==> src/rtl/gsb_pkg.sv <==
`timescale 1ns / 1ps
`default_nettype none
// ----------------------------------------------------------------------------
// gsb_pkg
// Shared widths, register indexes and types of the single-bin goertzel block.
// ----------------------------------------------------------------------------
package gsb_pkg;

  localparam int MAX_BLOCK = 4096;
  localparam int SAMPLE_W  = 16;
  localparam int BLEN_W    = 13;
  localparam int CNT_W     = $clog2(MAX_BLOCK + 1);
  localparam int COEF_W    = 32;
  localparam int RECIP_W   = 31;
  localparam int CFG_IDX_W = 2;
  localparam int CFG_DAT_W = 32;
  localparam int DLY_W     = 48;
  localparam int OUT_W     = 40;
  localparam int X_SHIFT   = 8;

  // shared multiplier: a-operand split into signed high part and 24-bit low part
  localparam int OPA_W  = 50;
  localparam int OPB_W  = COEF_W + 1;
  localparam int LO_W   = 24;
  localparam int HI_W   = OPA_W - LO_W;
  localparam int PROD_W = HI_W + OPB_W;
  localparam int FULL_W = PROD_W + LO_W;
  localparam int SH_REC = 29;
  localparam int SH_CS  = 30;
  localparam int SH_OUT = 22;
  localparam int RES_W  = FULL_W - SH_OUT;

  localparam int Q_DEPTH = 2;
  localparam int QPTR_W  = (Q_DEPTH > 1) ? $clog2(Q_DEPTH) : 1;
  localparam int QCNT_W  = $clog2(Q_DEPTH + 1);

  typedef enum logic [CFG_IDX_W-1:0] {
    REG_BLOCK_LENGTH = 2'd0,
    REG_COS_COEFF    = 2'd1,
    REG_SIN_COEFF    = 2'd2,
    REG_HALF_RECIP   = 2'd3
  } cfg_idx_e;

  typedef struct packed {
    logic signed [COEF_W-1:0] cos_coeff;
    logic signed [COEF_W-1:0] sin_coeff;
    logic        [RECIP_W-1:0] recip;
  } cfg_t;

  typedef struct packed {
    logic signed [SAMPLE_W-1:0] sample;
    logic                       last;
  } qent_t;

  typedef struct packed {
    logic [QCNT_W-1:0] count;
    logic              full;
    logic              empty;
  } qstat_t;

endpackage
`default_nettype wire

==> src/rtl/gsb_front.sv <==
`timescale 1ns / 1ps
`default_nettype none
// ----------------------------------------------------------------------------
// gsb_front
// Takes samples, counts them against the block length and tags the last one.
// ----------------------------------------------------------------------------
module gsb_front (
  input  logic                                clk_i,
  input  logic                                rst_ni,
  input  logic                                in_valid_i,
  output logic                                in_stall_o,
  input  logic signed [gsb_pkg::SAMPLE_W-1:0] sample_i,
  input  logic        [gsb_pkg::BLEN_W-1:0]   block_length_i,
  input  logic                                q_full_i,
  output logic                                q_push_o,
  output gsb_pkg::qent_t                      q_entry_o
);
  import gsb_pkg::*;

  logic [CNT_W-1:0] count_q, count_d;
  logic [CNT_W-1:0] len_eff;
  logic [CNT_W-1:0] cnt_next;
  logic             last;

  always_comb begin
    if (block_length_i == '0) begin
      len_eff = CNT_W'(1);
    end else if (block_length_i > BLEN_W'(MAX_BLOCK)) begin
      len_eff = CNT_W'(MAX_BLOCK);
    end else begin
      len_eff = CNT_W'(block_length_i);
    end
  end

  // a lowered length ends the block on the next sample
  assign cnt_next = count_q + 1'b1;
  assign last     = (cnt_next >= len_eff);

  assign in_stall_o       = q_full_i;
  assign q_push_o         = in_valid_i && !q_full_i;
  assign q_entry_o.sample = sample_i;
  assign q_entry_o.last   = last;

  always_comb begin
    count_d = count_q;
    if (q_push_o) begin
      count_d = last ? '0 : cnt_next;
    end
  end

  always_ff @(posedge clk_i or negedge rst_ni) begin
    if (!rst_ni) begin
      count_q <= '0;
    end else begin
      count_q <= count_d;
    end
  end

endmodule
`default_nettype wire

==> src/rtl/gsb_queue.sv <==
`timescale 1ns / 1ps
`default_nettype none
// ----------------------------------------------------------------------------
// gsb_queue
// Short fifo of tagged samples between the front and the back end.
// ----------------------------------------------------------------------------
module gsb_queue (
  input  logic            clk_i,
  input  logic            rst_ni,
  input  logic            push_i,
  input  gsb_pkg::qent_t  entry_i,
  input  logic            pop_i,
  output gsb_pkg::qent_t  entry_o,
  output gsb_pkg::qstat_t status_o
);
  import gsb_pkg::*;

  qent_t             entries_q [Q_DEPTH];
  logic [QPTR_W-1:0] wr_ptr_q, wr_ptr_d;
  logic [QPTR_W-1:0] rd_ptr_q, rd_ptr_d;
  logic [QCNT_W-1:0] count_q, count_d;

  function automatic logic [QPTR_W-1:0] ptr_inc(input logic [QPTR_W-1:0] p);
    logic [QPTR_W-1:0] n;
    if (p == QPTR_W'(Q_DEPTH - 1)) begin
      n = '0;
    end else begin
      n = p + 1'b1;
    end
    return n;
  endfunction

  assign entry_o        = entries_q[rd_ptr_q];
  assign status_o.count = count_q;
  assign status_o.full  = (count_q == QCNT_W'(Q_DEPTH));
  assign status_o.empty = (count_q == '0);

  always_comb begin
    wr_ptr_d = push_i ? ptr_inc(wr_ptr_q) : wr_ptr_q;
    rd_ptr_d = pop_i ? ptr_inc(rd_ptr_q) : rd_ptr_q;
    count_d  = count_q;
    if (push_i && !pop_i) begin
      count_d = count_q + 1'b1;
    end else if (!push_i && pop_i) begin
      count_d = count_q - 1'b1;
    end
  end

  always_ff @(posedge clk_i or negedge rst_ni) begin
    if (!rst_ni) begin
      wr_ptr_q <= '0;
      rd_ptr_q <= '0;
      count_q  <= '0;
    end else begin
      wr_ptr_q <= wr_ptr_d;
      rd_ptr_q <= rd_ptr_d;
      count_q  <= count_d;
    end
  end

  always_ff @(posedge clk_i) begin
    if (push_i) begin
      entries_q[wr_ptr_q] <= entry_i;
    end
  end

endmodule
`default_nettype wire

==> src/rtl/gsb_back.sv <==
`timescale 1ns / 1ps
`default_nettype none
// ----------------------------------------------------------------------------
// gsb_back
// Runs the recurrence and the block-end projection on one shared multiplier,
// each product as a high and a low partial product, then the rounded sum.
// ----------------------------------------------------------------------------
module gsb_back (
  input  logic                             clk_i,
  input  logic                             rst_ni,
  input  logic                             q_valid_i,
  input  gsb_pkg::qent_t                   q_entry_i,
  output logic                             q_pop_o,
  input  gsb_pkg::cfg_t                    cfg_i,
  output logic                             out_valid_o,
  input  logic                             out_stall_i,
  output logic signed [gsb_pkg::OUT_W-1:0] real_part_o,
  output logic signed [gsb_pkg::OUT_W-1:0] imag_part_o
);
  import gsb_pkg::*;

  typedef enum logic [2:0] {
    S_IDLE,
    S_MH,
    S_ML,
    S_SUM,
    S_APPLY,
    S_OUTP
  } state_e;

  typedef enum logic [2:0] {
    ST_REC,
    ST_D,
    ST_E,
    ST_RE,
    ST_IM
  } step_e;

  localparam logic [FULL_W-1:0] RND_REC = FULL_W'(1) << (SH_REC - 1);
  localparam logic [FULL_W-1:0] RND_CS  = FULL_W'(1) << (SH_CS - 1);
  localparam logic [FULL_W-1:0] RND_OUT = FULL_W'(1) << (SH_OUT - 1);

  state_e                     state_q;
  step_e                      step_q;
  logic                       last_q;
  logic signed [SAMPLE_W-1:0] x_q;
  logic signed [DLY_W-1:0]    q1_q, q2_q;
  logic signed [PROD_W-1:0]   ph_q, pl_q;
  logic signed [RES_W-1:0]    r_q, r_d;
  logic signed [OPA_W-1:0]    d_q, e_q, d_c;
  logic signed [OUT_W-1:0]    re_q;
  logic                       out_vld_q;
  logic signed [OUT_W-1:0]    real_q, imag_q;

  logic signed [OPA_W-1:0]    opa;
  logic signed [OPB_W-1:0]    opb;
  logic signed [HI_W-1:0]     mul_a;
  logic signed [PROD_W-1:0]   prod;
  logic signed [FULL_W-1:0]   full;
  logic [FULL_W-1:0]          rnd;
  logic signed [RES_W-1:0]    acc;
  logic signed [DLY_W-1:0]    q0_c;
  logic                       out_free;

  function automatic logic signed [DLY_W-1:0] sat_dly(input logic signed [RES_W-1:0] v);
    logic signed [DLY_W-1:0] res;
    if ((&v[RES_W-1:DLY_W-1]) || !(|v[RES_W-1:DLY_W-1])) begin
      res = v[DLY_W-1:0];
    end else if (v[RES_W-1]) begin
      res = {1'b1, {(DLY_W-1){1'b0}}};
    end else begin
      res = {1'b0, {(DLY_W-1){1'b1}}};
    end
    return res;
  endfunction

  function automatic logic signed [OUT_W-1:0] sat_out(input logic signed [RES_W-1:0] v);
    logic signed [OUT_W-1:0] res;
    if ((&v[RES_W-1:OUT_W-1]) || !(|v[RES_W-1:OUT_W-1])) begin
      res = v[OUT_W-1:0];
    end else if (v[RES_W-1]) begin
      res = {1'b1, {(OUT_W-1){1'b0}}};
    end else begin
      res = {1'b0, {(OUT_W-1){1'b1}}};
    end
    return res;
  endfunction

  // operand selection per step
  always_comb begin
    case (step_q)
      ST_REC: begin
        opa = {{(OPA_W-DLY_W){q1_q[DLY_W-1]}}, q1_q};
        opb = {cfg_i.cos_coeff[COEF_W-1], cfg_i.cos_coeff};
      end
      ST_D: begin
        opa = {{(OPA_W-DLY_W){q2_q[DLY_W-1]}}, q2_q};
        opb = {cfg_i.cos_coeff[COEF_W-1], cfg_i.cos_coeff};
      end
      ST_E: begin
        opa = {{(OPA_W-DLY_W){q2_q[DLY_W-1]}}, q2_q};
        opb = {cfg_i.sin_coeff[COEF_W-1], cfg_i.sin_coeff};
      end
      ST_RE: begin
        opa = d_q;
        opb = {{(OPB_W-RECIP_W){1'b0}}, cfg_i.recip};
      end
      ST_IM: begin
        opa = e_q;
        opb = {{(OPB_W-RECIP_W){1'b0}}, cfg_i.recip};
      end
      default: begin
        opa = '0;
        opb = '0;
      end
    endcase
  end

  // high part is signed, low part is an unsigned 24-bit slice
  assign mul_a = (state_q == S_MH) ? opa[OPA_W-1:LO_W]
                                   : {{(HI_W-LO_W){1'b0}}, opa[LO_W-1:0]};
  assign prod  = mul_a * opb;

  always_comb begin
    case (step_q)
      ST_REC:       rnd = RND_REC;
      ST_D, ST_E:   rnd = RND_CS;
      default:      rnd = RND_OUT;
    endcase
    full = {ph_q, {LO_W{1'b0}}} + {{(FULL_W-PROD_W){pl_q[PROD_W-1]}}, pl_q} + rnd;
    case (step_q)
      ST_REC:       r_d = RES_W'(full >>> SH_REC);
      ST_D, ST_E:   r_d = RES_W'(full >>> SH_CS);
      default:      r_d = RES_W'(full >>> SH_OUT);
    endcase
  end

  always_comb begin
    acc  = r_q - {{(RES_W-DLY_W){q2_q[DLY_W-1]}}, q2_q}
               + {{(RES_W-SAMPLE_W-X_SHIFT){x_q[SAMPLE_W-1]}}, x_q, {X_SHIFT{1'b0}}};
    q0_c = sat_dly(acc);
    d_c  = {{(OPA_W-DLY_W){q1_q[DLY_W-1]}}, q1_q} - r_q[OPA_W-1:0];
  end

  assign out_free = !out_vld_q || !out_stall_i;
  assign q_pop_o  = q_valid_i && ((state_q == S_IDLE) ||
                    (state_q == S_APPLY && step_q == ST_REC && !last_q));

  always_ff @(posedge clk_i or negedge rst_ni) begin
    if (!rst_ni) begin
      state_q   <= S_IDLE;
      step_q    <= ST_REC;
      last_q    <= 1'b0;
      x_q       <= '0;
      q1_q      <= '0;
      q2_q      <= '0;
      ph_q      <= '0;
      pl_q      <= '0;
      r_q       <= '0;
      d_q       <= '0;
      e_q       <= '0;
      re_q      <= '0;
      out_vld_q <= 1'b0;
      real_q    <= '0;
      imag_q    <= '0;
    end else begin
      // a new result loaded this cycle keeps valid high
      if (out_vld_q && !out_stall_i && !(state_q == S_OUTP && out_free)) begin
        out_vld_q <= 1'b0;
      end
      if (q_pop_o) begin
        x_q    <= q_entry_i.sample;
        last_q <= q_entry_i.last;
      end
      unique case (state_q)
        S_IDLE: begin
          if (q_valid_i) begin
            step_q  <= ST_REC;
            state_q <= S_MH;
          end
        end
        S_MH: begin
          ph_q    <= prod;
          state_q <= S_ML;
        end
        S_ML: begin
          pl_q    <= prod;
          state_q <= S_SUM;
        end
        S_SUM: begin
          r_q     <= r_d;
          state_q <= S_APPLY;
        end
        S_APPLY: begin
          case (step_q)
            ST_REC: begin
              q2_q <= q1_q;
              q1_q <= q0_c;
              if (last_q) begin
                step_q  <= ST_D;
                state_q <= S_MH;
              end else if (q_valid_i) begin
                state_q <= S_MH;
              end else begin
                state_q <= S_IDLE;
              end
            end
            ST_D: begin
              d_q     <= d_c;
              step_q  <= ST_E;
              state_q <= S_MH;
            end
            ST_E: begin
              e_q     <= r_q[OPA_W-1:0];
              step_q  <= ST_RE;
              state_q <= S_MH;
            end
            ST_RE: begin
              re_q    <= sat_out(r_q);
              step_q  <= ST_IM;
              state_q <= S_MH;
            end
            default: begin
              state_q <= S_OUTP;
            end
          endcase
        end
        S_OUTP: begin
          if (out_free) begin
            real_q    <= re_q;
            imag_q    <= sat_out(r_q);
            out_vld_q <= 1'b1;
            q1_q      <= '0;
            q2_q      <= '0;
            step_q    <= ST_REC;
            state_q   <= S_IDLE;
          end
        end
        default: begin
          state_q <= S_IDLE;
        end
      endcase
    end
  end

  assign out_valid_o = out_vld_q;
  assign real_part_o = real_q;
  assign imag_part_o = imag_q;

endmodule
`default_nettype wire

==> src/rtl/goertzel_single_bin.sv <==
`timescale 1ns / 1ps
`default_nettype none
// ----------------------------------------------------------------------------
// goertzel_single_bin
// Single-bin goertzel detector: front tags block ends, a two-entry queue
// decouples it from the back end that owns the delays and the multiplier.
// ----------------------------------------------------------------------------
// per sample: two partial products, rounded sum and update; the partial products
//   come from the one 26x33 multiplier; a new sample is taken only after the previous one is updated
// block end: the last sample adds the d, e, real and imaginary products, then the output
// reset: delays, sample count, queue and output cleared; registers to defaults
// ----------------------------------------------------------------------------
module goertzel_single_bin (
  input  logic                                 clk_i,
  input  logic                                 rst_ni,
  input  logic                                 in_valid_i,
  output logic                                 in_stall_o,
  input  logic signed [gsb_pkg::SAMPLE_W-1:0]  sample_i,
  output logic                                 out_valid_o,
  input  logic                                 out_stall_i,
  output logic signed [gsb_pkg::OUT_W-1:0]     real_part_o,
  output logic signed [gsb_pkg::OUT_W-1:0]     imag_part_o,
  input  logic                                 cfg_valid_i,
  output logic                                 cfg_ready_o,
  input  logic        [gsb_pkg::CFG_IDX_W-1:0] cfg_index_i,
  input  logic        [gsb_pkg::CFG_DAT_W-1:0] cfg_data_i
);
  import gsb_pkg::*;

  logic [BLEN_W-1:0] block_length_q;
  cfg_t              cfg_q;
  logic              q_push, q_pop;
  qent_t             q_wr_entry, q_rd_entry;
  qstat_t            q_st;

  assign cfg_ready_o = 1'b1;

  always_ff @(posedge clk_i or negedge rst_ni) begin
    if (!rst_ni) begin
      block_length_q  <= BLEN_W'(256);
      cfg_q.cos_coeff <= COEF_W'(32'sd1073741824);
      cfg_q.sin_coeff <= '0;
      cfg_q.recip     <= RECIP_W'(8388608);
    end else if (cfg_valid_i && cfg_ready_o) begin
      unique case (cfg_idx_e'(cfg_index_i))
        REG_BLOCK_LENGTH: block_length_q  <= cfg_data_i[BLEN_W-1:0];
        REG_COS_COEFF:    cfg_q.cos_coeff <= cfg_data_i[COEF_W-1:0];
        REG_SIN_COEFF:    cfg_q.sin_coeff <= cfg_data_i[COEF_W-1:0];
        REG_HALF_RECIP:   cfg_q.recip     <= cfg_data_i[RECIP_W-1:0];
        default:          block_length_q  <= block_length_q;
      endcase
    end
  end

  gsb_front u_front (
    .clk_i          (clk_i),
    .rst_ni         (rst_ni),
    .in_valid_i     (in_valid_i),
    .in_stall_o     (in_stall_o),
    .sample_i       (sample_i),
    .block_length_i (block_length_q),
    .q_full_i       (q_st.full),
    .q_push_o       (q_push),
    .q_entry_o      (q_wr_entry)
  );

  gsb_queue u_queue (
    .clk_i    (clk_i),
    .rst_ni   (rst_ni),
    .push_i   (q_push),
    .entry_i  (q_wr_entry),
    .pop_i    (q_pop),
    .entry_o  (q_rd_entry),
    .status_o (q_st)
  );

  gsb_back u_back (
    .clk_i       (clk_i),
    .rst_ni      (rst_ni),
    .q_valid_i   (!q_st.empty),
    .q_entry_i   (q_rd_entry),
    .q_pop_o     (q_pop),
    .cfg_i       (cfg_q),
    .out_valid_o (out_valid_o),
    .out_stall_i (out_stall_i),
    .real_part_o (real_part_o),
    .imag_part_o (imag_part_o)
  );

  a_pop_nonempty : assert property (@(posedge clk_i) disable iff (!rst_ni)
    q_pop |-> !q_st.empty)
    else $error("back end took from an empty queue");

  a_count_up : assert property (@(posedge clk_i) disable iff (!rst_ni)
    (q_push && !q_pop) |=> (q_st.count == $past(q_st.count) + 1'b1))
    else $error("queue count lost a request");

  a_count_down : assert property (@(posedge clk_i) disable iff (!rst_ni)
    (q_pop && !q_push) |=> (q_st.count == $past(q_st.count) - 1'b1))
    else $error("queue count out of step with pops");

endmodule
`default_nettype wire
==> config.mk <==
export PLATFORM = sky130hd
export DESIGN_NAME = goertzel_single_bin
export DESIGN_NICKNAME = d
export VERILOG_FILES = /design/src/rtl/gsb_pkg.sv /design/src/rtl/gsb_front.sv /design/src/rtl/gsb_queue.sv /design/src/rtl/gsb_back.sv /design/src/rtl/goertzel_single_bin.sv
export SDC_FILE = /design/constraint.sdc
export NUM_CORES = 2
export LEC_CHECK = 0
export BUFFER_PORTS_ARGS = -buffer_cell sky130_fd_sc_hd__buf_4
export CORE_UTILIZATION = 65
export DETAILED_ROUTE_END_ITERATION = 6
export PLACE_DENSITY = 0.8
export SKIP_LAST_GASP = 1
export SYNTH_ARGS = -nofsm -noshare
export SYNTH_HDL_FRONTEND = slang
export SYNTH_HIERARCHICAL = 1
export SYNTH_SLANG_ARGS = --single-unit
==> constraint.sdc <==
create_clock -name clk_i -period 11.5 [get_ports clk_i]
set_input_delay 1.725 -clock clk_i [delete_from_list [all_inputs] [get_ports clk_i]]
set_output_delay 1.725 -clock clk_i [all_outputs]
set_load 0.02 [all_outputs]
# Word-level counts from Yosys, hierarchy flattened
# Memories as Yosys holds them, arrays and structs flattened. A register that Yosys moved wholly into a read port is not among the register bits.
# Index checks and enable logic that the tools add are counted.
dict set report op_classes {
  n_addsub 10
  n_mul 1
  magnitude_cmp 2
  n_eq_ne 18
  n_mux 36
  reduce_logical 51
}
# cell count
set ops {}
lappend ops {{$mux W48} 5}
lappend ops {{$pmux W50 S4} 1}
lappend ops {{$pmux W48 S2} 2}
lappend ops {{$pmux W60 S2} 1}
lappend ops {{$pmux W33 S3} 1}
lappend ops {{$add A83 B30 Y83} 1}
lappend ops {{$add A83 B83 Y83} 1}
lappend ops {{$mux W40} 2}
lappend ops {{$add A61 B61 Y61} 1}
lappend ops {{$sub A61 B61 Y61} 1}
lappend ops {{$pmux W30 S2} 1}
lappend ops {{$mul A26 B33 Y59} 1}
lappend ops {{$sub A50 B50 Y50} 1}
lappend ops {{$mux W13} 3}
lappend ops {{$mux W26} 1}
lappend ops {{$reduce_and A22 Y1} 1}
lappend ops {{$reduce_or A22 Y1} 1}
lappend ops {{$pmux W3 S6} 1}
lappend ops {{$reduce_and A2 Y1} 9}
lappend ops {{$mux W3} 5}
lappend ops {{$reduce_and A14 Y1} 1}
lappend ops {{$reduce_or A14 Y1} 1}
lappend ops {{$add A13 B1 Y13 const B} 1}
lappend ops {{$ge A13 B13 Y1} 1}
lappend ops {{other kinds (30)} 74}
dict set report word_totals {
  reg_bits 627
  ram_bits 34
  in_bits 55
  output_inout_bits 83
  word_cells 140
  memories 1
}
# memory words word_bits rd rd_ports_with_merged_regs wr line_no
set mem_list {}
lappend mem_list {u_queue.entries_q 2 17 1 1 1 gsb_queue.sv:18} ;# qent_t entries_q [Q_DEPTH];

# Longest topological paths before layout
dict set report logic_depth {
  ltp_word 8
  depth_mapped 40
  ltp_nobuf 36
}

# By module
# The synthesis kept the hierarchy.
# mod n_inst cells_each area_each_um2
set modules_own_cells {}
lappend modules_own_cells {gsb_back 1 7171 62937.9}
lappend modules_own_cells {goertzel_single_bin 1 233 4022.6}
lappend modules_own_cells {gsb_queue 1 69 1463.9}
lappend modules_own_cells {gsb_front 1 148 1287.5}

# Worst setup path after synthesis
# Ideal clock, no wire load.
dict set report synth_timing {
  path_type {register to register}
  startpoint {register u_back.step_q[0]}
  endpoint {register u_back.pl_q[56]}
  setup_time_ns 0.133
  arrival_ns 9.319
  setup_slack_ns 2.048
  stages_incl_launch_ff 38
  path_buffers 6
  period_less_slack_ns 9.452
  path_cell_list {dfrtp_1 clkbuf_1 buf_1 clkbuf_1 clkbuf_1 nor2_1 a21oi_1 o22ai_1 nor2_1 clkbuf_1 nand2_1 fa_1 inv_1 fa_1 inv_1 fa_1 fa_1 inv_1 (+2 left out) inv_1 fa_1 inv_1 ha_1 buf_2 a21o_1 a21o_1 a21oi_1 o311ai_0 a2111oi_0 nor3_2 a311oi_2 o31ai_1 a221oi_2 o22ai_1 nor2_1 xor2_1 o21ai_0}
}
dict set report synth_via {
  elab_chain_len 5
  word_cells_on_any_way 12
  cone_classes {1 x mul; 4 x eq/ne; 3 x mux; 4 x reduce/logical}
}
# item line_no
set synth_rtl {}
lappend synth_rtl {{start: declaration} gsb_back.sv:44} ;# step_e step_q;
lappend synth_rtl {{start signal: assignment} gsb_back.sv:152} ;# step_q <= ST_REC;
lappend synth_rtl {{start signal: assignment} gsb_back.sv:178} ;# step_q <= ST_REC;
lappend synth_rtl {{start signal: assignment} gsb_back.sv:200} ;# step_q <= ST_D;
lappend synth_rtl {{$eq A3 B1 Y1 / $eq A3 B2 Y1 (equally long branches)} gsb_back.sv:91} ;# case (step_q)
lappend synth_rtl {{$reduce_or A2 Y1 (no source line)} -}
lappend synth_rtl {{$pmux W50 S4} gsb_back.sv:91}
lappend synth_rtl {{$mux W26} gsb_back.sv:120} ;# assign mul_a = (state_q == S_MH) ? opa[OPA_W-1:LO_W]
lappend synth_rtl {{$mul A26 B33 Y59 (*)} gsb_back.sv:122} ;# assign prod = mul_a * opb;
lappend synth_rtl {{end signal: assignment} gsb_back.sv:187} ;# pl_q <= prod;
lappend synth_rtl {{end: declaration} gsb_back.sv:48} ;# logic signed [PROD_W-1:0] ph_q, pl_q;
# Mark *: on every way between the ends. The rest lies on a longest branch, timed or not.
# A chain may end at the register's enable or synchronous reset.

# Final worst setup path
dict set report layout_timing {
  startpoint {register u_back.step_q[0]}
  endpoint {register u_back.ph_q[58]}
}
dict set report layout_via {
  elab_chain_len 5
  word_cells_on_any_way 12
  cone_classes {1 x mul; 4 x eq/ne; 3 x mux; 4 x reduce/logical}
}
# item line_no
set layout_rtl {}
lappend layout_rtl {{$eq A3 B1 Y1 / $eq A3 B2 Y1 (equally long branches)} gsb_back.sv:91}
lappend layout_rtl {{$reduce_or A2 Y1 (no source line)} -}
lappend layout_rtl {{$pmux W50 S4} gsb_back.sv:91}
lappend layout_rtl {{$mux W26} gsb_back.sv:120}
lappend layout_rtl {{$mul A26 B33 Y59 (*)} gsb_back.sv:122}
lappend layout_rtl {{end signal: assignment} gsb_back.sv:183} ;# ph_q <= prod;
lappend layout_rtl {{end: declaration} gsb_back.sv:48}
# Marked as above.

==> summary.txt <==
Worst setup path
  • Crit Reg-Reg Endpoint: u_back/ph_q[58]
  • Reg2reg setup slack: approximately 0.61 ns
  • Most used cell along the critical path: fa_1
  • Arr. time, crit path: 11.39 ns
  • R2R Path Start: u_back/step_q[0]
  • Critical setup path kind: flop to flop
  • Critical Path Source: u_back/step_q[0]
  • Highest net fanout along the worst path: 55
  • CP max-delay cell: dfrtp_4
  • CP Launch Type: flop
  • Reg2reg path depth: 34
  • Crit end category: flop
  • Crit path to: u_back/ph_q[58]
  • Data required, critical path: 12.00 ns
  • Slowest stage delay, CP: 0.80 ns

Timing
  • Final setup fails: 0
  • Period utilization: 0.9471
  • Max-slew violation count: 2
  • Fin crit period: 10.89 ns
  • Actual slew at the worst max-slew pin: approximately 1.6 ns
  • Worst slew margin: -0.05572
  • Hold violation total from the final report: 0
  • Max Freq: between 90 and 100 MHz
  • Final setup TNS: 0 ns
  • RSZ-0062 raised after global routing: false
  • Skew final: 0.04404 ns

Layout
  • Fraction of layout cells with a size suffix above 1: 0.08923
  • Final nets: 8,959
  • Syn-to-layout area delta: 7.508%

Routing
  • Vias per cell: between 6 and 7
  • Via Count: 58.19k
  • Routed len/inst: between 20 and 30 microns
  • Post-route DRC: 0
  • WL final: 236,300 microns
  • Initial DRC count: 7,081
  • First-pass DRT Iterations: 7
  • Post-route ant nets: 0

Floorplan
  • # rows: 119
  • Die ar.: 0.1086 sq mm
  • Io pins: 138
  • Core Region: 0.1059 sq mm
  • Chip width: approximately 330 microns
  • Initial Utilization: 0.6585
  • Die Y: 329.5 microns

Logic synthesis
  • Synth Register Bits: 657
  • Post-synth EDFFs: 34
  • Mux share of post-synthesis cell area: 0.04304
  • Synth top area cells: fa_1 (26%), dfrtp_1 (22%), ha_1 (7.3%)
  • Dominant cell type by area after synthesis: fa_1
  • XOR/XNOR Fraction of Synth Area: 0.02888
  • Netlist Area Pre-Place: 0.06971 sq mm
  • Yosys warns: 6
  • Cells after Synth: 7,621
  • Synth async-reset ratio: 0.9482
  • Mean Syn Cell Area: 9.147 sq um
  • Synth Area in Compound Gates: 0.1402
  • Seq/Total Area, Yosys: 0.2383
  • Dominant synthesized flop cell: dfrtp_1
  • Largest family of logic cells by synthesized area: adder cells
  • Post-Synth Simple-Gate Area: 0.1284
  • Adder and majority gate portion of the synthesized area: 0.3362
  • Distinct cell type count after synthesis: ~100
  • Synth top area share: 0.2633
  • Syn Nets: around 9k

Run
  • Maxcap violations: 1

Placement
  • GP Congestion: 1.075
  • PortBufs: approximately 140
  • DPL Wire Length: 186,000 microns

Clock network
  • Clk sinks: 657
  • CTS max path bufs: 3
  • Clock slew at reported path FFs: 0.06 ns
  • # resized after CTS: 0
  • Cts hold-fix bufs: 0
  • CTS Buf Count: 76
  • H-tree depth: 3
  • TritonCTS clock tree: done
  • Worst-Skew Late Latency: 0.69 ns
  • Post-CTS setup buffers: 0
  • Root Driver: clkbuf_16

Run status
  • Status: finished, violations left
  • Failing checks: capacitance limit, slew limit

GRT
  • GRT overflow: 0
  • Initial antenna violation count: 9
  • First-pass GRT wire length: between 300,000 and 400,000 microns
  • Overall track demand over capacity in global routing: 0.4420
  • Pin count of the biggest net entering global routing: around 190
  • Vias in the first global route: 57.93k

Min path
  • Worst hold path class: flop to flop
## metrics by stage
stage	std cells	hold WS, ns	setup WS, ns	util	cell area, sq um
after floorplan	7621	0.4385	2.048	-	69710
after global placement	8894	0.4516	1.092	0.6828	72290
after detailed placement	8894	0.4573	0.9222	0.6828	72290
after CTS	9034	0.4710	0.8043	0.7079	74940
after global routing	9034	0.4929	0.03616	0.7079	74940
final	9038	0.4685	0.6088	0.7080	74950
## area by class of cell
type | count | area (sq um)
fillers | 8062 | 30920
clock buffers | 106 | 2136
clock inverters | 34 | 513.0
diodes | 4 | 10.01
flip-flops and latches | 657 | 16630
multi-input cells | 5439 | 47390
repair buffers | 290 | 2335
well taps | 1391 | 1740
inverters | 1117 | 4193
## cell usage after synthesis (all sizes together) (22+ instances only)
cell type  number
a211oi         32
a21o          136
a21oi         302
a221oi         22
a22o           45
a22oi          30
a31oi          23
and2           50
and3           43
buf           101
clkbuf        307
dfrtp         620
edfxtp         34
fa            917
ha            406
inv          1115
mux2          175
mux2i          77
nand2        1113
nand2b         60
nand3          67
nand4          48
nor2          529
nor2b          48
nor3           55
o211ai         29
o21a           31
o21ai         516
o21bai         32
o22a           52
o22ai          95
o311ai         27
o31ai          27
or3            35
xnor2         137
xor2           92
## worst min-delay path by stage
stage	slack, ns	cells past startpoint	to	from
final	0.47	2	u_back/d_q[34]	u_back/d_q[34]
after floorplan	0.44	2	u_back/d_q[34]	u_back/d_q[34]
after global placement	0.45	2	u_back/d_q[34]	u_back/d_q[34]
after global routing	0.49	2	u_back/d_q[34]	u_back/d_q[34]
after detailed placement	0.46	2	u_back/d_q[34]	u_back/d_q[34]
after CTS	0.47	2	u_back/d_q[34]	u_back/d_q[34]
## routing by layer
metal | vias to the layer above | share of wire | global-route usage
met1 | 29000 | 0.38 | 0.6002
met3 | 744 | 0.14 | 0.1647
met2 | 3653 | 0.42 | 0.6204
li1 | 24790 | - | -
met4 | 6 | 0.061 | 0.2237
met5 | - | 0.00076 | 0.01000
## kinds of logic after synthesis
group	after synthesis
other	1
XOR/XNOR	229
buffers and inverters	1525
multiplexers	262
AND/OR/NAND/NOR	2098
AO/OA/AOI/OAI	1526
adder cells (fa/ha/maj)	1323
flip-flops	657
## layout by cell type, fill, tap and decap left out, types with 14 or more instances in the layout
cell type / count
nor2b_1: 47
clkbuf_16: 77
a22oi_1: 30
a21boi_0: 15
o311ai_1: 17
o211ai_1: 29
o22ai_2: 14
nor2_1: 526
fa_1: 917
edfxtp_1: 34
or3_1: 35
and3_1: 41
o31ai_1: 27
nor4_1: 15
a21o_1: 136
a31oi_1: 20
mux2_2: 166
o21ai_0: 509
xor2_1: 91
o21a_1: 31
ha_1: 406
a211oi_1: 32
nand3_1: 65
o22ai_1: 81
inv_1: 1112
mux2i_1: 77
buf_4: 277
a22o_1: 45
nor3_1: 54
nand4_1: 47
o22a_1: 52
and2_1: 48
a221oi_1: 20
nand2_1: 1111
o21bai_1: 32
nand2b_1: 59
dfrtp_1: 617
clkbuf_1: 19
a21oi_1: 300
xnor2_1: 137
## sequential cells by signal, indices dropped and copies added (netlist names), 34 cells and up
register and count:
u_back/ph_q 59, u_back/d_q 50, u_back/re_q 40, u_back/real_part_o 40
u_queue/entries_q 34, u_back/q1_q 48, u_back/e_q 50, u_back/pl_q 38
u_back/imag_part_o 40, u_back/r_q 61, u_back/q2_q 48, cfg_q 95
## worst max-delay path: cells and delay by family, from the launching register on
| family | cells | cell delay, ns |
|---|---|---|
| xor gates and xnor gates | 1 | 0.17 |
| DFF | 1 | 0.80 |
| buffers and inverters | 6 | 0.92 |
| adders and majority gates | 8 | 3.92 |
| and+or+nand+nor | 8 | 1.74 |
| AOI/OAI and AO/OA | 11 | 3.12 |
Power is not shown: default switching activity piles up to over one toggle a cycle in this logic, so the estimate is an artifact.
